## config.mk

```make
export PLATFORM = sky130hd
export DESIGN_NAME = rainbow_gradient_digit_colors_top
export DESIGN_NICKNAME = d
export VERILOG_FILES = /design/src/hw/rtl/rgdc_pkg.sv /design/src/hw/rtl/rgdc_fifo.sv /design/src/hw/rtl/rgdc_front.sv /design/src/hw/rtl/rgdc_back.sv /design/src/hw/rtl/rainbow_gradient_digit_colors_top.sv
export VERILOG_INCLUDE_DIRS = /design/src /design/src/hw/rtl
export SDC_FILE = /design/constraint.sdc
export NUM_CORES = 1
export LEC_CHECK = 0
export ABC_AREA = 1
export ABC_CLOCK_PERIOD_IN_PS = 22000
export BUFFER_PORTS_ARGS = -buffer_cell sky130_fd_sc_hd__buf_2
export CORE_MARGIN = 2
export CORE_UTILIZATION = 60
export DETAILED_ROUTE_END_ITERATION = 8
export PLACE_DENSITY = 0.77
export SLEW_MARGIN = 15
export SYNTH_ARGS = -nofsm -noshare
export SYNTH_HDL_FRONTEND = slang
export SYNTH_HIERARCHICAL = 1
export SYNTH_SLANG_ARGS = --single-unit
```

## constraint.sdc

```tcl
create_clock -name clock -period 22 [get_ports clock]
set_input_delay 1.1 -clock clock [delete_from_list [all_inputs] [get_ports clock]]
set_output_delay 1.1 -clock clock [all_outputs]
set_load 0.02 [all_outputs]
```

## src/hw/rtl/rainbow_gradient_digit_colors_top_defines.svh

```systemverilog
// assertion macros used by the rainbow digit color back end
`ifndef RAINBOW_GRADIENT_DIGIT_COLORS_TOP_DEFINES_SVH
`define RAINBOW_GRADIENT_DIGIT_COLORS_TOP_DEFINES_SVH

// same-cycle implication, disabled during reset
`define RGDC_ASSERT_IMPLIES(lbl, clk, rst, ante, cons) \
   lbl: assert property (@(posedge clk) disable iff (rst) (ante) |-> (cons)) \
      else $error("rgdc assertion failed");

// next-cycle implication, disabled during reset
`define RGDC_ASSERT_NEXT(lbl, clk, rst, ante, cons) \
   lbl: assert property (@(posedge clk) disable iff (rst) (ante) |=> (cons)) \
      else $error("rgdc assertion failed");

`endif

```

## src/hw/rtl/rgdc_pkg.sv

```systemverilog
// types, constants and lookup functions for the rainbow digit color block
package rgdc_pkg;

   // configuration register indexes
   localparam logic [1:0] CSR_SATURATION = 2'd0;
   localparam logic [1:0] CSR_BRIGHTNESS = 2'd1;
   localparam logic [1:0] CSR_SPACING    = 2'd2;

   localparam logic [7:0] SATURATION_RESET = 8'd255;
   localparam logic [7:0] BRIGHTNESS_RESET = 8'd255;
   localparam logic [7:0] SPACING_RESET    = 8'd9;

   localparam int ITEM_QUEUE_DEPTH   = 2;
   localparam int RESULT_QUEUE_DEPTH = 8;

   localparam logic [3:0] DIGIT_MAX    = 4'd9;
   localparam logic [4:0] LED_LAST     = 5'd28;
   localparam logic [7:0] REGION_WIDTH = 8'd43;

   typedef struct packed {
      logic [3:0] digit;
      logic       show_point;
      logic [7:0] step;
   } req_type;

   typedef struct packed {
      logic [4:0] led_index;
      logic [7:0] red;
      logic [7:0] green;
      logic [7:0] blue;
      logic       status;
      logic       last;
   } rsp_type;

   typedef struct packed {
      logic [7:0] saturation;
      logic [7:0] brightness_value;
      logic [7:0] hue_spacing;
   } cfg_type;

   // classified item handed from front to back
   typedef struct packed {
      logic       bad_digit;
      logic [6:0] seg_mask;
      logic       show_point;
      logic [7:0] step;
   } item_type;

   // segment pattern, bit 0 is segment a
   function automatic logic [6:0] seg_mask_of(input logic [3:0] digit);
      logic [6:0] m;
      unique case (digit)
         4'd0:    m = 7'b0111111;
         4'd1:    m = 7'b0000110;
         4'd2:    m = 7'b1011011;
         4'd3:    m = 7'b1001111;
         4'd4:    m = 7'b1100110;
         4'd5:    m = 7'b1101101;
         4'd6:    m = 7'b1111101;
         4'd7:    m = 7'b0000111;
         4'd8:    m = 7'b1111111;
         4'd9:    m = 7'b1101111;
         default: m = 7'b0000000;
      endcase
      return m;
   endfunction

   // led position for the k-th result; segments f and g swap places on the strip
   function automatic logic [4:0] led_of(input logic [4:0] k);
      logic [4:0] base;
      unique case (k[4:2])
         3'd5:    base = 5'd24;
         3'd6:    base = 5'd20;
         default: base = {k[4:2], 2'b00};
      endcase
      return base | {3'b000, k[1:0]};
   endfunction

endpackage

```

## src/hw/rtl/rgdc_fifo.sv

```systemverilog
// small flip-flop queue with head-of-queue read and fill count
module rgdc_fifo
   import rgdc_pkg::*;
#(
   parameter int WIDTH = 8,
   parameter int DEPTH = 2
) (
   input  logic                         clock,
   input  logic                         reset,
   input  logic                         push,
   input  logic [WIDTH-1:0]             push_data,
   input  logic                         pop,
   output logic [WIDTH-1:0]             head_data,
   output logic                         empty,
   output logic                         full,
   output logic [$clog2(DEPTH+1)-1:0]   count
);

   localparam int PW = (DEPTH > 1) ? $clog2(DEPTH) : 1;
   localparam int CW = $clog2(DEPTH + 1);

   logic [WIDTH-1:0] mem_ff [DEPTH];
   logic [PW-1:0]    wr_ptr_ff, wr_ptr_in;
   logic [PW-1:0]    rd_ptr_ff, rd_ptr_in;
   logic [CW-1:0]    count_ff, count_in;
   logic             do_push, do_pop;

   assign empty     = (count_ff == '0);
   assign full      = (count_ff == CW'(DEPTH));
   assign count     = count_ff;
   assign head_data = mem_ff[rd_ptr_ff];
   assign do_push   = push && !full;
   assign do_pop    = pop && !empty;

   // pointer and count update
   always_comb begin
      wr_ptr_in = wr_ptr_ff;
      rd_ptr_in = rd_ptr_ff;
      count_in  = count_ff;
      if (do_push) begin
         wr_ptr_in = (wr_ptr_ff == PW'(DEPTH - 1)) ? '0 : wr_ptr_ff + 1'b1;
      end
      if (do_pop) begin
         rd_ptr_in = (rd_ptr_ff == PW'(DEPTH - 1)) ? '0 : rd_ptr_ff + 1'b1;
      end
      if (do_push && !do_pop) begin
         count_in = count_ff + 1'b1;
      end else if (do_pop && !do_push) begin
         count_in = count_ff - 1'b1;
      end
   end

   always_ff @(posedge clock) begin
      if (reset) begin
         wr_ptr_ff <= '0;
         rd_ptr_ff <= '0;
         count_ff  <= '0;
      end else begin
         wr_ptr_ff <= wr_ptr_in;
         rd_ptr_ff <= rd_ptr_in;
         count_ff  <= count_in;
      end
   end

   // storage, no reset
   always_ff @(posedge clock) begin
      if (do_push) begin
         mem_ff[wr_ptr_ff] <= push_data;
      end
   end

endmodule

```

## src/hw/rtl/rgdc_front.sv

```systemverilog
// front end: accepts digit transactions, classifies them and queues them
module rgdc_front
   import rgdc_pkg::*;
#(
   parameter int QUEUE_DEPTH = ITEM_QUEUE_DEPTH
) (
   input  logic     clock,
   input  logic     reset,
   input  logic     req_push,
   input  req_type  req_data,
   output logic     req_full,
   output logic     item_valid,
   output item_type item,
   input  logic     item_pop
);

   item_type                         classified;
   logic                             q_empty;
   logic [$clog2(QUEUE_DEPTH+1)-1:0] q_count;
   logic [$bits(item_type)-1:0]      q_head;

   // decode digit into segment pattern, flag out-of-range digits
   always_comb begin
      classified.bad_digit  = (req_data.digit > DIGIT_MAX);
      classified.seg_mask   = seg_mask_of(req_data.digit);
      classified.show_point = req_data.show_point;
      classified.step       = req_data.step;
   end

   rgdc_fifo #(
      .WIDTH ($bits(item_type)),
      .DEPTH (QUEUE_DEPTH)
   ) u_item_queue (
      .clock     (clock),
      .reset     (reset),
      .push      (req_push),
      .push_data (classified),
      .pop       (item_pop),
      .head_data (q_head),
      .empty     (q_empty),
      .full      (req_full),
      .count     (q_count)
   );

   assign item       = item_type'(q_head);
   assign item_valid = !q_empty && (q_count != '0);

endmodule

```

## src/hw/rtl/rgdc_back.sv

```systemverilog
// back end: walks the leds of each item and converts hue to rgb in three stages
module rgdc_back
   import rgdc_pkg::*;
#(
   parameter int RESULT_DEPTH = RESULT_QUEUE_DEPTH
) (
   input  logic     clock,
   input  logic     reset,
   input  cfg_type  cfg,
   input  logic     item_valid,
   input  item_type item,
   output logic     item_pop,
   output logic     rsp_empty,
   input  logic     rsp_pop,
   output rsp_type  rsp_data
);

`include "rainbow_gradient_digit_colors_top_defines.svh"

   localparam int CW = $clog2(RESULT_DEPTH + 1);
   localparam int SW = CW + 1;

   // sequencer
   logic [4:0]  k_ff, k_in;
   logic        issue, cur_last, cur_lit;
   logic [4:0]  cur_led;
   logic [12:0] hue_prod;
   logic [7:0]  hue0;

   // stage 1
   logic        s1_valid_ff;
   logic [7:0]  s1_hue_ff;
   logic [4:0]  s1_led_ff;
   logic        s1_lit_ff, s1_status_ff, s1_last_ff;

   // stage 2
   logic [2:0]  region;
   logic [7:0]  region_base;
   logic [5:0]  region_off;
   logic [7:0]  rem;
   logic [15:0] sr_prod, st_prod, p_prod;
   logic        s2_valid_ff;
   logic [2:0]  s2_region_ff;
   logic [7:0]  s2_sr_ff, s2_st_ff, s2_p_ff;
   logic [4:0]  s2_led_ff;
   logic        s2_lit_ff, s2_status_ff, s2_last_ff;

   // stage 3
   logic [15:0] q_prod, t_prod;
   logic [7:0]  q_val, t_val, v_val, p_val;
   rsp_type     s3_in;
   logic        s3_valid_ff;
   rsp_type     s3_ff;

   // result queue
   logic [CW-1:0]            res_count;
   logic                     res_full;
   logic [$bits(rsp_type)-1:0] res_head;
   logic [SW-1:0]            in_flight;
   logic                     credit_ok;

   // issue only when the result queue has room for everything in flight
   assign in_flight = SW'(s1_valid_ff) + SW'(s2_valid_ff) + SW'(s3_valid_ff);
   assign credit_ok = (SW'(res_count) + in_flight) < SW'(RESULT_DEPTH);
   assign issue     = item_valid && credit_ok;

   // led walk over the current item
   always_comb begin
      cur_last = item.bad_digit || (k_ff == LED_LAST);
      cur_led  = item.bad_digit ? 5'd0 : led_of(k_ff);
      if (item.bad_digit) begin
         cur_lit = 1'b0;
      end else if (k_ff == LED_LAST) begin
         cur_lit = item.show_point;
      end else begin
         cur_lit = item.seg_mask[k_ff[4:2]];
      end
      item_pop = issue && cur_last;
      k_in     = k_ff;
      if (issue) begin
         k_in = cur_last ? 5'd0 : k_ff + 5'd1;
      end
      hue_prod = 13'(cur_led) * 13'(cfg.hue_spacing);
      hue0     = item.step + hue_prod[7:0];
   end

   // region and remainder from hue
   always_comb begin
      if (s1_hue_ff < REGION_WIDTH) begin
         region = 3'd0;
      end else if (s1_hue_ff < 8'(2 * REGION_WIDTH)) begin
         region = 3'd1;
      end else if (s1_hue_ff < 8'(3 * REGION_WIDTH)) begin
         region = 3'd2;
      end else if (s1_hue_ff < 8'(4 * REGION_WIDTH)) begin
         region = 3'd3;
      end else if (s1_hue_ff < 8'(5 * REGION_WIDTH)) begin
         region = 3'd4;
      end else begin
         region = 3'd5;
      end
      region_base = 8'(region * REGION_WIDTH);
      region_off  = 6'(s1_hue_ff - region_base);
      rem         = 8'(region_off) * 8'd6;
      sr_prod     = 16'(cfg.saturation) * 16'(rem);
      st_prod     = 16'(cfg.saturation) * 16'(8'd255 - rem);
      p_prod      = 16'(cfg.brightness_value) * 16'(8'd255 - cfg.saturation);
   end

   // final products and channel selection
   always_comb begin
      v_val  = cfg.brightness_value;
      p_val  = s2_p_ff;
      q_prod = 16'(v_val) * 16'(8'd255 - s2_sr_ff);
      t_prod = 16'(v_val) * 16'(8'd255 - s2_st_ff);
      q_val  = q_prod[15:8];
      t_val  = t_prod[15:8];
      s3_in.led_index = s2_led_ff;
      s3_in.status    = s2_status_ff;
      s3_in.last      = s2_last_ff;
      if (!s2_lit_ff) begin
         s3_in.red   = 8'd0;
         s3_in.green = 8'd0;
         s3_in.blue  = 8'd0;
      end else if (cfg.saturation == 8'd0) begin
         s3_in.red   = v_val;
         s3_in.green = v_val;
         s3_in.blue  = v_val;
      end else begin
         case (s2_region_ff)
            3'd0: begin
               s3_in.red = v_val; s3_in.green = t_val; s3_in.blue = p_val;
            end
            3'd1: begin
               s3_in.red = q_val; s3_in.green = v_val; s3_in.blue = p_val;
            end
            3'd2: begin
               s3_in.red = p_val; s3_in.green = v_val; s3_in.blue = t_val;
            end
            3'd3: begin
               s3_in.red = p_val; s3_in.green = q_val; s3_in.blue = v_val;
            end
            3'd4: begin
               s3_in.red = t_val; s3_in.green = p_val; s3_in.blue = v_val;
            end
            default: begin
               s3_in.red = v_val; s3_in.green = p_val; s3_in.blue = q_val;
            end
         endcase
      end
   end

   // control registers
   always_ff @(posedge clock) begin
      if (reset) begin
         k_ff        <= '0;
         s1_valid_ff <= 1'b0;
         s2_valid_ff <= 1'b0;
         s3_valid_ff <= 1'b0;
      end else begin
         k_ff        <= k_in;
         s1_valid_ff <= issue;
         s2_valid_ff <= s1_valid_ff;
         s3_valid_ff <= s2_valid_ff;
      end
   end

   // payload pipeline
   always_ff @(posedge clock) begin
      s1_hue_ff    <= hue0;
      s1_led_ff    <= cur_led;
      s1_lit_ff    <= cur_lit;
      s1_status_ff <= item.bad_digit;
      s1_last_ff   <= cur_last;
      s2_region_ff <= region;
      s2_sr_ff     <= sr_prod[15:8];
      s2_st_ff     <= st_prod[15:8];
      s2_p_ff      <= p_prod[15:8];
      s2_led_ff    <= s1_led_ff;
      s2_lit_ff    <= s1_lit_ff;
      s2_status_ff <= s1_status_ff;
      s2_last_ff   <= s1_last_ff;
      s3_ff        <= s3_in;
   end

   rgdc_fifo #(
      .WIDTH ($bits(rsp_type)),
      .DEPTH (RESULT_DEPTH)
   ) u_result_queue (
      .clock     (clock),
      .reset     (reset),
      .push      (s3_valid_ff),
      .push_data (s3_ff),
      .pop       (rsp_pop),
      .head_data (res_head),
      .empty     (rsp_empty),
      .full      (res_full),
      .count     (res_count)
   );

   assign rsp_data = rsp_type'(res_head);

   `RGDC_ASSERT_NEXT(a_last_rewinds, clock, reset, issue && cur_last, k_ff == 5'd0)
   `RGDC_ASSERT_IMPLIES(a_no_overflow, clock, reset, s3_valid_ff, !res_full)
   `RGDC_ASSERT_IMPLIES(a_walk_range, clock, reset, 1'b1, k_ff <= LED_LAST)
   `RGDC_ASSERT_IMPLIES(a_bad_digit_first, clock, reset, item_valid && item.bad_digit, k_ff == 5'd0)

endmodule

```

## src/hw/rtl/rainbow_gradient_digit_colors_top.sv

```systemverilog
// a digit's first led color passes the item queue, the hue pipeline and the result queue after it is accepted
// a valid digit gives 29 led colors, one per cycle from the led walk sequencer while the result queue has room
// an out-of-range digit gives a single black error result
// a two-entry item queue lets the next digit be accepted while the current one is walked
// reset is synchronous and active high: queues and pipeline empty, registers to 255/255/9
module rainbow_gradient_digit_colors_top
   import rgdc_pkg::*;
#(
   parameter int QUEUE_DEPTH  = ITEM_QUEUE_DEPTH,
   parameter int RESULT_DEPTH = RESULT_QUEUE_DEPTH
) (
   input  logic       clock,
   input  logic       reset,
   input  logic       req_push,
   input  req_type    req_data,
   output logic       req_full,
   output logic       rsp_empty,
   input  logic       rsp_pop,
   output rsp_type    rsp_data,
   input  logic       csr_write,
   input  logic [1:0] csr_index,
   input  logic [7:0] csr_data
);

   cfg_type  cfg_ff, cfg_in;
   logic     item_valid, item_pop;
   item_type item;

   // configuration registers, unknown index ignored
   always_comb begin
      cfg_in = cfg_ff;
      if (csr_write) begin
         unique case (csr_index)
            CSR_SATURATION: cfg_in.saturation       = csr_data;
            CSR_BRIGHTNESS: cfg_in.brightness_value = csr_data;
            CSR_SPACING:    cfg_in.hue_spacing      = csr_data;
            default:        cfg_in = cfg_ff;
         endcase
      end
   end

   always_ff @(posedge clock) begin
      if (reset) begin
         cfg_ff.saturation       <= SATURATION_RESET;
         cfg_ff.brightness_value <= BRIGHTNESS_RESET;
         cfg_ff.hue_spacing      <= SPACING_RESET;
      end else begin
         cfg_ff <= cfg_in;
      end
   end

   rgdc_front #(
      .QUEUE_DEPTH (QUEUE_DEPTH)
   ) u_front (
      .clock      (clock),
      .reset      (reset),
      .req_push   (req_push),
      .req_data   (req_data),
      .req_full   (req_full),
      .item_valid (item_valid),
      .item       (item),
      .item_pop   (item_pop)
   );

   rgdc_back #(
      .RESULT_DEPTH (RESULT_DEPTH)
   ) u_back (
      .clock      (clock),
      .reset      (reset),
      .cfg        (cfg_ff),
      .item_valid (item_valid),
      .item       (item),
      .item_pop   (item_pop),
      .rsp_empty  (rsp_empty),
      .rsp_pop    (rsp_pop),
      .rsp_data   (rsp_data)
   );

endmodule

```

---- Word level (Yosys, flattened, before mapping) ----
Memory sizes are Yosys's and may differ from the RTL's. A register that Yosys moved wholly into a read port is not among the register bits.
Index checks and enable logic that the tools add are counted.
storage, ports and cells
  memory bits (read-only) ................. 112
  flip-flop bits (word level) ............. 128
  RAM bits ................................ 282
  input port bits ......................... 28
  logic and storage cells ................. 143
  memories ................................ 3
  output and inout bits ................... 33
memory list
  name                          words  width  rd ports  clocked after memory_dff  wr ports  line             RTL
  u_back.u_result_queue.mem_ff  8      31     1         1                         1         rgdc_fifo.sv:22  logic [WIDTH-1:0] mem_ff [DEPTH];
  (no name shown)               16     7      1         0                         0         rgdc_pkg.sv:52   unique case (digit)
  u_front.u_item_queue.mem_ff   2      17     1         1                         1         rgdc_fifo.sv:22
operators by class
  bitwise gates (word level) .............. 1
  mux-type cells .......................... 29
  $add $sub $neg .......................... 18
  equality and inequality tests ........... 13
  $mul .................................... 8
  reductions and logical operators ........ 31
  magnitude comparators ................... 8
operator list
  kind                                                                           count
  24-bit one-hot mux with 5 select lines                                         1
  8-bit by 16-bit multiplier with 16-bit output                                  4
  8-bit by 8-bit subtractor with 9-bit output (first input constant)             4
  8-bit less-than comparator (second input constant)                             3
  24-bit 2-to-1 mux                                                              1
  3-bit 2-to-1 mux                                                               8
  3-bit equality test (second input constant)                                    5
  8-bit by 7-bit multiplier with 15-bit output                                   1
  1-bit logical AND                                                              11
  1-bit 2-to-1 mux                                                               11
  5-bit 2-to-1 mux                                                               2
  5-bit one-hot mux with 2 select lines                                          1
  8-bit adder                                                                    1
  1-bit logical NOT                                                              8
  8-bit logical NOT                                                              1
  8-bit by 6-bit less-than comparator with 1-bit output (second input constant)  1
  8-bit by 7-bit less-than comparator with 1-bit output (second input constant)  1
  5-bit by 8-bit multiplier with 8-bit output                                    1
  4-bit 2-to-1 mux                                                               2
  6-bit by 2-bit multiplier with 7-bit output (second input constant)            1
  3-bit by 1-bit adder with 3-bit output (second input constant)                 2
  3-bit by 2-bit equality test with 1-bit output (second input constant)         2
  3-bit by 6-bit multiplier with 6-bit output (second input constant)            1
  2-bit AND reduction                                                            3
  26 further kinds                                                               32

---- Depth between registers and ports, before layout ----
Gate-level depths: netlist of run 1.
  depth after elaboration ................. 11
  mapped depth ............................ 43
  mapped depth without buffers ............ 43

---- Modules after synthesis ----
The synthesis of run 1 kept the hierarchy.
by module, submodules not included
  module                             area an instance (um2)  seq. area each (um2)  cells each  times used
  rgdc_back                          14601.5                 1801.7                1967        1
  rgdc_fifo (u_back.u_result_queue)  10548.9                 7707.4                921         1
  rgdc_fifo (u_front.u_item_queue)   1534.0                  1121.1                90          1
  rainbow_gradient_digit_colors_top  920.9                   480.5                 121         1
  rgdc_front                         241.5                   0.0                   45          1

---- Least setup slack after synthesis of run 1 ----
Ideal clock, no wire load.
  path kind ............................... flip-flop to flip-flop
  start point ............................. register u_back.s1_hue_ff[4]
  end point ............................... register u_back.s2_sr_ff[6]
  period minus slack after synthesis ...... 7.073 ns
  buffers on the path ..................... 0
  arrival ................................. 6.956 ns
  path slack .............................. 14.927 ns
  stages on the path, launching flop included .. 35
  setup time .............................. 0.118 ns
  data required time ...................... 21.882 ns
  cell sequence ........................... dfxtp_1 > inv_1 > nand2_1 > nand2_1 > nand2_1 > nand3_1 > nand2_1 > nand2_1 > nand2_1 > inv_1 > ha_1 > inv_1 > fa_1 > ha_1 > inv_1 > nor3_1 > a211oi_1 > nand3_1 > nand2_2 > inv_1 > ha_1 > xnor2_1 > clkinv_1 > nand2_1 > fa_1 > fa_1 > inv_1 > fa_1 > fa_1 > ha_1 > a21oi_1 > o21ai_0 > a221oi_1 > nand2_1 > xor2_1
on the way
  elaborated cells on any way between the ends .. 14
  those cells by class .................... add/sub: 1; mul: 3; order compare: 5; mux: 5
RTL lines
  what                                            line              RTL
  start, declared                                 rgdc_back.sv:32   logic [7:0] s1_hue_ff;
  start signal, assigned                          rgdc_back.sv:170  s1_hue_ff <= hue0;
  8-bit less-than comparator                      rgdc_back.sv:95   end else if (s1_hue_ff < 8'(4 * REGION_WIDTH)) begin
  3-bit 2-to-1 mux                                rgdc_back.sv:95
  3-bit 2-to-1 mux                                rgdc_back.sv:93   end else if (s1_hue_ff < 8'(3 * REGION_WIDTH)) begin
  3-bit 2-to-1 mux                                rgdc_back.sv:91   end else if (s1_hue_ff < 8'(2 * REGION_WIDTH)) begin
  3-bit 2-to-1 mux *                              rgdc_back.sv:89   if (s1_hue_ff < REGION_WIDTH) begin
  via u_back.region[2]                            rgdc_back.sv:37   logic [2:0] region;
  3-bit by 6-bit multiplier with 6-bit output *   rgdc_back.sv:102  region_base = 8'(region * REGION_WIDTH);
  6-bit subtractor *                              rgdc_back.sv:103  region_off = 6'(s1_hue_ff - region_base);
  6-bit by 2-bit multiplier with 7-bit output *   rgdc_back.sv:104  rem = 8'(region_off) * 8'd6;
  8-bit by 7-bit multiplier with 15-bit output *  rgdc_back.sv:105  sr_prod = 16'(cfg.saturation) * 16'(rem);
  via u_back.sr_prod[14]                          rgdc_back.sv:41   logic [15:0] sr_prod, st_prod, p_prod;
  end signal, assigned                            rgdc_back.sv:176  s2_sr_ff <= sr_prod[15:8];
  end, declared                                   rgdc_back.sv:44   logic [7:0] s2_sr_ff, s2_st_ff, s2_p_ff;
Mark *: on every way through the listed nets, which the timed path passes. The rest lies on a longest branch.
A chain may end at the register's enable or synchronous reset.

---- Final worst setup path of run 1 ----
Ends and elaborated chain as after synthesis.

==> results.sh, run 1 <==
export IMPL_coreArea_mm2=0.04558
export IMPL_gp_routability_congestion=0.9273
export IMPL_yosysWarningCount=6
export IMPL_period_share_pct=36.72
export IMPL_slowest_stage="fa_1"
export IMPL_rr_endpoint="u_back/s2_sr_ff[6]"
export IMPL_htree_levels=2
export IMPL_cts_tree="yes"
export IMPL_worst_slack_ns=13.92
export IMPL_arrival_ns=8.54
export IMPL_die_h_um=219.4
export IMPL_pin_count=61
export IMPL_cts_setup_buffers=0
export IMPL_setup_tns_final_ns=0
export IMPL_critPathRequiredTime_ns=22.46
export IMPL_worstRegToRegCells=33
export IMPL_cpMostUsedCell="nand2_1"
export IMPL_grt_pass1_vias=21250
export IMPL_finClkSkew_ns=0.01586
export IMPL_seqCellArea_mm2=0.01112
export IMPL_slew_headroom_pct=31.59
export IMPL_end_kind="register"
export IMPL_drc=0
export IMPL_r2r_start="u_back/s1_hue_ff[4]"
export IMPL_syn_area_mm2=0.02784
export IMPL_dp_hpwl_um=45630
export IMPL_cts_root_buf="clkbuf_16"
export IMPL_layout_drive_gt1_share_pct=7.243
export IMPL_whs_endpoint="u_back/s2_led_ff[3]"
export IMPL_cts_buffers=42
export IMPL_clk_path_buf_depth=3
export IMPL_grt_pass1_wl_um=105000
export IMPL_rrSetupSlack_ns=13.92
export IMPL_final_period_minus_worst_setup_slack_ns=8.078
export IMPL_wl_per_cell_um=17.06
export IMPL_final_nets=3603
export IMPL_maxCapViolations=0
export IMPL_start_util_pct=61.09
export IMPL_route_antenna_remaining_nets=0
export IMPL_worstHoldPathType="reg2reg"
export IMPL_clk_latency_ns=0.57
export IMPL_finalHoldViolations=0
export IMPL_drv_slew=0
export IMPL_viasPerCell=5.531
export IMPL_drt_pass1_iter_count=6
export IMPL_n_fill_cell=3593
export IMPL_outcome="finished clean"
export IMPL_cts_sinks=414
export IMPL_drt_iter0_drc=1677
export IMPL_overflow=0
export IMPL_vias=21040
export IMPL_post_place_ws_ns=14.13
export IMPL_rsz0062_at_grt="no"
export IMPL_critPathMaxFanout=10
export IMPL_clkSlewWorstSetupHoldPaths_ns=0.06
export IMPL_fp_row_count=78
export IMPL_clock_fmax_mhz=123.8
export IMPL_critPathMaxStageDelay_ns=0.55
export IMPL_wl_um=64900
export IMPL_cts_resized=0
export IMPL_finalSetupViolCount=0
export IMPL_worst_hold_path_num_cells=0
export IMPL_crit_type="reg2reg"
export IMPL_hold_path_startpoint="u_back/s1_led_ff[3]"
export IMPL_grtUsageTotal_pct=27.73
export IMPL_die_area_mm2=0.04815
export IMPL_hold_buffers=0
export IMPL_grt_max_degree=125
export IMPL_worst_slew_pin_transition_ns=1.023
export IMPL_startpoint_type="register"
export IMPL_antenna_cells=0
export IMPL_area_growth_pct=8.233
export IMPL_antenna_found_initial=0
export IMPL_multi_input_area_mm2=0.01445
export IMPL_portBuffers=60
export IMPL_syn_area_per_cell_um2=8.859
export IMPL_die_x_um=219.4
export IMPL_synth_fp_nets=3577
export IMPL_syn_instance_count=3143
state kept, by name, indices dropped and copies added (netlist names), 5 cells and up, named ones only:
name,count
u_back/u_result_queue/mem_ff,248
u_front/u_item_queue/mem_ff,34
u_back/s3_ff,31
cfg_ff,24
u_back/p_val,8
u_back/s1_hue_ff,8
u_back/s2_sr_ff,8
u_back/s2_st_ff,8
u_back/k_ff,5
u_back/s1_led_ff,5
u_back/s2_led_ff,5
cell type report:
class	instances	share of cell area (%)
clock inverters	28	1.088
clock buffers	50	3.828
well taps	600	2.491
flip-flops and latches	414	36.89
inverters	479	5.991
repair buffers	87	1.777
multi-input cells	2145	47.94
cell usage in the layout (no fill, tap or decap), types with 4 or more instances in the layout:
| cell | n |
|---|---|
| nand4_1 | 16 |
| xnor2_1 | 19 |
| buf_2 | 60 |
| dfxtp_1 | 130 |
| clkinv_2 | 9 |
| ha_1 | 212 |
| nand2_2 | 9 |
| clkinv_1 | 10 |
| inv_1 | 458 |
| nor3_1 | 19 |
| a221oi_1 | 14 |
| inv_2 | 14 |
| bufinv_16 | 5 |
| nand2_1 | 638 |
| buf_4 | 25 |
| o21bai_1 | 4 |
| a31oi_1 | 5 |
| o21ai_0 | 99 |
| edfxtp_1 | 282 |
| mux2_2 | 7 |
| nor2_4 | 10 |
| nor2_1 | 527 |
| nand3b_1 | 12 |
| o21ai_2 | 5 |
| a211oi_1 | 4 |
| or2_2 | 5 |
| o211ai_1 | 4 |
| nand3_1 | 126 |
| a21oi_1 | 86 |
| xor2_1 | 30 |
| o21ai_1 | 64 |
| fa_1 | 194 |
| clkbuf_16 | 44 |
| mux2_4 | 10 |
critical path: cells and delay by family (launching register included):
kind,cells,cell delay [ns]
AO/OA/AOI/OAI,5,1.10
XOR/XNOR,3,0.92
adder cells (fa/ha/maj),9,3.76
buffers and inverters,6,0.82
flip-flops,1,0.40
AND/OR/NAND/NOR,10,0.97
metal layers:
metal	track usage, %	share of wire (%)	routed length, µm	vias up
met5	0	0	0	-
met4	9.595	3.2	2109	0
met3	4.310	6.7	4332	134
met2	48.39	50	32350	720
met1	35.12	40	26100	10140
li1	-	-	-	10050
worst max path at each step:
stage,from,endpoint,cells past startpoint
final,u_back/s1_hue_ff[4],u_back/s2_sr_ff[6],33
after global routing,u_back/s1_hue_ff[4],u_back/s2_sr_ff[6],33
after CTS,u_back/s1_hue_ff[4],u_back/s2_sr_ff[6],34
after detailed placement,u_back/s1_hue_ff[4],u_back/s2_sr_ff[6],34
after global placement,u_back/s1_hue_ff[4],u_back/s2_sr_ff[6],34
after floorplan,u_back/s1_hue_ff[4],u_back/s2_sr_ff[6],34
stage by stage:
stage	area [µm²]	util [%]	hold slack, ns	cells
2_1_floorplan	27840	-	0.3096	3143
3_3_place_gp	28600	62.76	0.3108	3723
3_5_place_dp	28600	62.76	0.3135	3723
4_1_cts	30090	66.01	0.3291	3801
5_1_grt	30140	66.12	0.3321	3803
6_report	30140	66.12	0.3272	3803
Power of run 1 is left out: the tool's default activity adds up to more than one toggle a clock period on the data nets, which glitch-free logic cannot reach.
==> inputs of run 2 (changes only) <==
ABC_CLOCK_PERIOD_IN_PS = 8450   (was 22000)
clock period = 8.45 ns   (was 22 ns; I/O delays follow)
==> results.sh, run 2 (same netlist as run 1, synthesis figures left out) <==
export IMPL_outcome="finished clean"
export IMPL_clk_latency_ns=0.58
export IMPL_worstHoldPathType="in2reg"
export IMPL_path_buf_inv=8
export IMPL_end_kind="register"
export IMPL_worst_slack_ns=0.7144
export IMPL_worst_slew_pin_transition_ns=1.212
export IMPL_finClkSkew_ns=0.01718
export IMPL_wl_met1_um=26530
export IMPL_die_h_um=219.4
export IMPL_period_share_pct=91.55
export IMPL_cts_resized=0
export IMPL_start_util_pct=61.09
export IMPL_cp_depth=38
export IMPL_place_inst=3726
export IMPL_antenna_found_initial=0
export IMPL_critPathRequiredTime_ns=8.90
export IMPL_hold_buffers=0
export IMPL_layout_common_cells="nand2_1, nor2_1, inv_1"
export IMPL_finalSetupViolCount=0
export IMPL_die_x_um=219.4
export IMPL_fp_row_count=78
export IMPL_worst_hold_path_num_cells=1
export IMPL_cts_sinks=414
export IMPL_cts_root_buf="clkbuf_16"
export IMPL_finalHoldViolations=0
export IMPL_fin_cells=3805
export IMPL_area_growth_pct=7.891
export IMPL_portBuffers=60
export IMPL_grt_pass1_vias=21170
export IMPL_layout_drive_gt1_share_pct=7.083
export IMPL_path_delay_family="adder cells"
export IMPL_setup_tns_final_ns=0
export IMPL_grt_pass1_wl_um=104600
export IMPL_slowest_stage="fa_1"
export IMPL_layout_commonest_cell="nand2_1"
export IMPL_grtUsageTotal_pct=27.64
export IMPL_met3_wirelength_um=4254
export IMPL_rsz0062_at_grt="no"
export IMPL_top_register="u_back/u_result_queue/mem_ff"
export IMPL_drv_slew=0
export IMPL_cts_tree="yes"
export IMPL_cts_buffers=43
export IMPL_critPathMaxFanout=6
export IMPL_top_regs="u_back/u_result_queue/mem_ff: 248 flops, u_front/u_item_queue/mem_ff: 34 flops, u_back/s3_ff: 31 flops"
export IMPL_vias=21050
export IMPL_antenna_cells=0
export IMPL_overflow=0
export IMPL_grt_max_degree=101
export IMPL_maxCapViolations=0
export IMPL_clock_fmax_mhz=129.3
export IMPL_clk_path_buf_depth=3
export IMPL_n_fill_cell=3582
export IMPL_top_layer="met4"
export IMPL_cts_setup_buffers=0
export IMPL_htree_levels=2
export IMPL_final_period_minus_worst_setup_slack_ns=7.736
export IMPL_dp_hpwl_um=46100
export IMPL_gp_routability_congestion=0.9301
export IMPL_slew_headroom_pct=18.57
export IMPL_final_util_pct=65.91
export IMPL_largest_reg_flops=248
export IMPL_die_area_mm2=0.04815
export IMPL_arrival_ns=8.18
export IMPL_critPathMaxStageDelay_ns=0.58
export IMPL_post_place_ws_ns=0.5758
export IMPL_pin_count=61
export IMPL_wl_met2_um=32720
export IMPL_crit_type="reg2reg"
export IMPL_route_antenna_remaining_nets=0
export IMPL_drt_pass1_iter_count=5
export IMPL_worstRegToRegCells=38
export IMPL_startpoint_type="register"
export IMPL_final_nets=3605
export IMPL_clkSlewWorstSetupHoldPaths_ns=0.06
export IMPL_wl_per_cell_um=17.17
export IMPL_coreArea_mm2=0.04558
export IMPL_drt_iter0_drc=1572
export IMPL_wl_um=65320
export IMPL_drc=0
export IMPL_viasPerCell=5.532
## run 2: layer usage
metal	vias up	global-route usage, %
met5	-	0
li1	10040	-
met2	678	48.28
met4	0	9.595
met1	10200	34.85
met3	131	4.449
## run 2: per-stage QoR
step	instance area (µm²)	hold WS, ns
final	30040	0.04025
after CTS	30030	0.01731
after global placement	28630	0.3106
after detailed placement	28630	0.3150
after global routing	30040	0.02713
after floorplan	27840	0.3096
## run 2: cell type report
class,instances,area (µm²),area share (%)
well taps,600,750.7,2.499
clock buffers,52,1151,3.832
repair buffers,88,510.5,1.699
multi-input cells,2145,14450,48.12
clock inverters,27,255.2,0.8497
inverters,479,1803,6.002
flip-flops and latches,414,11120,37.00
## run 2: worst paths after layout
kind,from,end,slack [ns]
max reg2reg,u_back/s1_hue_ff[4],u_back/s2_sr_ff[5],0.71
min,req_data[3],u_front/u_item_queue/mem_ff[1][3],0.04
max,u_back/s1_hue_ff[4],u_back/s2_sr_ff[5],0.71
min reg2reg,u_back/s2_led_ff[3],u_back/s3_ff[29],0.33
## run 2: worst register-to-register path: cells and delay by family (launching register included)
kind / cells / cell delay [ns]
buf+inv: 8 / 0.53
compound gates: 7 / 1.29
xor+xnor: 2 / 0.38
simple gates: 12 / 1.09
flops: 1 / 0.41
fa+ha+maj: 9 / 3.95
Power of run 2 is left out for the same reason.
==> inputs of run 3 (changes only) <==
ABC_CLOCK_PERIOD_IN_PS = 8650   (was 8450)
clock period = 8.65 ns   (was 8.45 ns; I/O delays follow)
==> results.sh, run 3 (same netlist as run 1, synthesis figures left out) <==
export IMPL_outcome="finished clean"
export IMPL_overflow=0
export IMPL_layout_common_cells="nand2_1, nor2_1, inv_1"
export IMPL_clock_fmax_mhz=124.2
export IMPL_final_area_mm2=0.03006
export IMPL_layout_commonest_cell="nand2_1"
export IMPL_drt_pass1_iter_count=6
export IMPL_portBuffers=60
export IMPL_drv_slew=0
export IMPL_dp_hpwl_um=45570
export IMPL_maxCapViolations=0
export IMPL_grtUsageTotal_pct=27.69
export IMPL_r2r_start="u_back/s1_hue_ff[4]"
export IMPL_slowest_stage="fa_1"
export IMPL_coreArea_mm2=0.04558
export IMPL_wl_per_cell_um=17.12
export IMPL_antenna_found_initial=1
export IMPL_cts_buffers=43
export IMPL_hold_buffers=0
export IMPL_rsz0062_at_grt="no"
export IMPL_grt_pass1_wl_um=105400
export IMPL_wl_met1_um=26250
export IMPL_wl_met2_um=31800
export IMPL_crit_type="reg2reg"
export IMPL_htree_levels=2
export IMPL_finClkSkew_ns=0.02349
export IMPL_cts_root_buf="clkbuf_16"
export IMPL_grt_max_degree=99
export IMPL_gp_routability_congestion=0.9551
export IMPL_pin_count=61
export IMPL_arrival_ns=8.51
export IMPL_fp_row_count=78
export IMPL_route_antenna_remaining_nets=0
export IMPL_top_register="u_back/u_result_queue/mem_ff"
export IMPL_slew_headroom_pct=16.38
export IMPL_final_nets=3603
export IMPL_area_growth_pct=7.972
export IMPL_finalHoldViolations=0
export IMPL_whs_endpoint="u_front/u_item_queue/mem_ff[1][2]"
export IMPL_hold_ws_ns=0.04806
export IMPL_critPathMaxFanout=10
export IMPL_top_layer="met5"
export IMPL_wl_um=65130
export IMPL_worstHoldPathType="in2reg"
export IMPL_cts_setup_buffers=0
export IMPL_period_share_pct=93.11
export IMPL_worst_hold_path_num_cells=1
export IMPL_startpoint_type="register"
export IMPL_die_x_um=219.4
export IMPL_final_period_minus_worst_setup_slack_ns=8.054
export IMPL_n_fill_cell=3546
export IMPL_critPathRequiredTime_ns=9.10
export IMPL_met3_wirelength_um=4547
export IMPL_clk_latency_ns=0.59
export IMPL_rrSetupSlack_ns=0.60
export IMPL_cpMostUsedCell="nand2_1"
export IMPL_largest_reg_flops=248
export IMPL_antenna_cells=0
export IMPL_final_util_pct=65.96
export IMPL_end_kind="register"
export IMPL_die_area_mm2=0.04815
export IMPL_start_util_pct=61.09
export IMPL_cts_tree="yes"
export IMPL_grt_pass1_vias=21400
export IMPL_rr_endpoint="u_back/s2_sr_ff[6]"
export IMPL_vias=21140
export IMPL_die_h_um=219.4
export IMPL_drt_iter0_drc=1651
export IMPL_clkSlewWorstSetupHoldPaths_ns=0.06
export IMPL_critPathMaxStageDelay_ns=0.57
export IMPL_worstRegToRegCells=34
export IMPL_viasPerCell=5.558
export IMPL_clk_path_buf_depth=3
export IMPL_drc=0
export IMPL_top_regs="u_back/u_result_queue/mem_ff: 248 flops, u_front/u_item_queue/mem_ff: 34 flops, u_back/s3_ff: 31 flops"
export IMPL_layout_drive_gt1_share_pct=7.241
export IMPL_worst_slew_pin_transition_ns=1.251
export IMPL_cts_resized=0
export IMPL_hold_path_startpoint="req_data[2]"
export IMPL_placed_cell_area_mm2=0.02862
export IMPL_finalSetupViolCount=0
export IMPL_cts_sinks=414
export IMPL_setup_tns_final_ns=0
[run 3: how the worst max path moves through the flow]
stage	end	startpoint	cells after the start
after floorplan	u_back/s2_sr_ff[6]	u_back/s1_hue_ff[4]	34
after global placement	u_back/s2_sr_ff[6]	u_back/s1_hue_ff[4]	34
after detailed placement	u_back/s2_sr_ff[6]	u_back/s1_hue_ff[4]	34
after CTS	u_back/s2_sr_ff[6]	u_back/s1_hue_ff[4]	34
after global routing	u_back/s2_sr_ff[6]	u_back/s1_hue_ff[4]	34
final	u_back/s2_sr_ff[6]	u_back/s1_hue_ff[4]	34
[run 3: cell type report]
class | instances | area [µm²] | area share [%]
well taps | 600 | 750.7 | 2.497
clock buffers | 56 | 1195 | 3.975
flip-flops and latches | 414 | 11120 | 36.98
multi-input cells | 2145 | 14450 | 48.05
clock inverters | 24 | 244.0 | 0.8116
repair buffers | 86 | 508.0 | 1.690
inverters | 479 | 1803 | 5.997
[run 3: worst max-delay path: cells and delay by family (launching register included)]
family | cells | cell delay [ns]
buffers and inverters | 7 | 0.89
xor gates and xnor gates | 2 | 0.67
and+or+nand+nor | 12 | 1.26
AOI/OAI and AO/OA | 4 | 0.90
DFF | 1 | 0.41
adders and majority gates | 9 | 3.83
[run 3: layer usage]
metal	vias up	GRT usage, %
met1	10190	35.03
met4	2	11.49
met2	754	47.25
met5	-	0.1042
li1	10040	-
met3	155	4.588
[run 3: per-stage QoR]
| stage | setup WS (ns) | std cells |
|---|---|---|
| after floorplan | 1.577 | 3143 |
| after global placement | 0.9156 | 3723 |
| after detailed placement | 0.7086 | 3724 |
| after CTS | 0.6814 | 3804 |
| after global routing | 0.1011 | 3804 |
| final | 0.5961 | 3804 |
Power of run 3 is left out for the same reason.
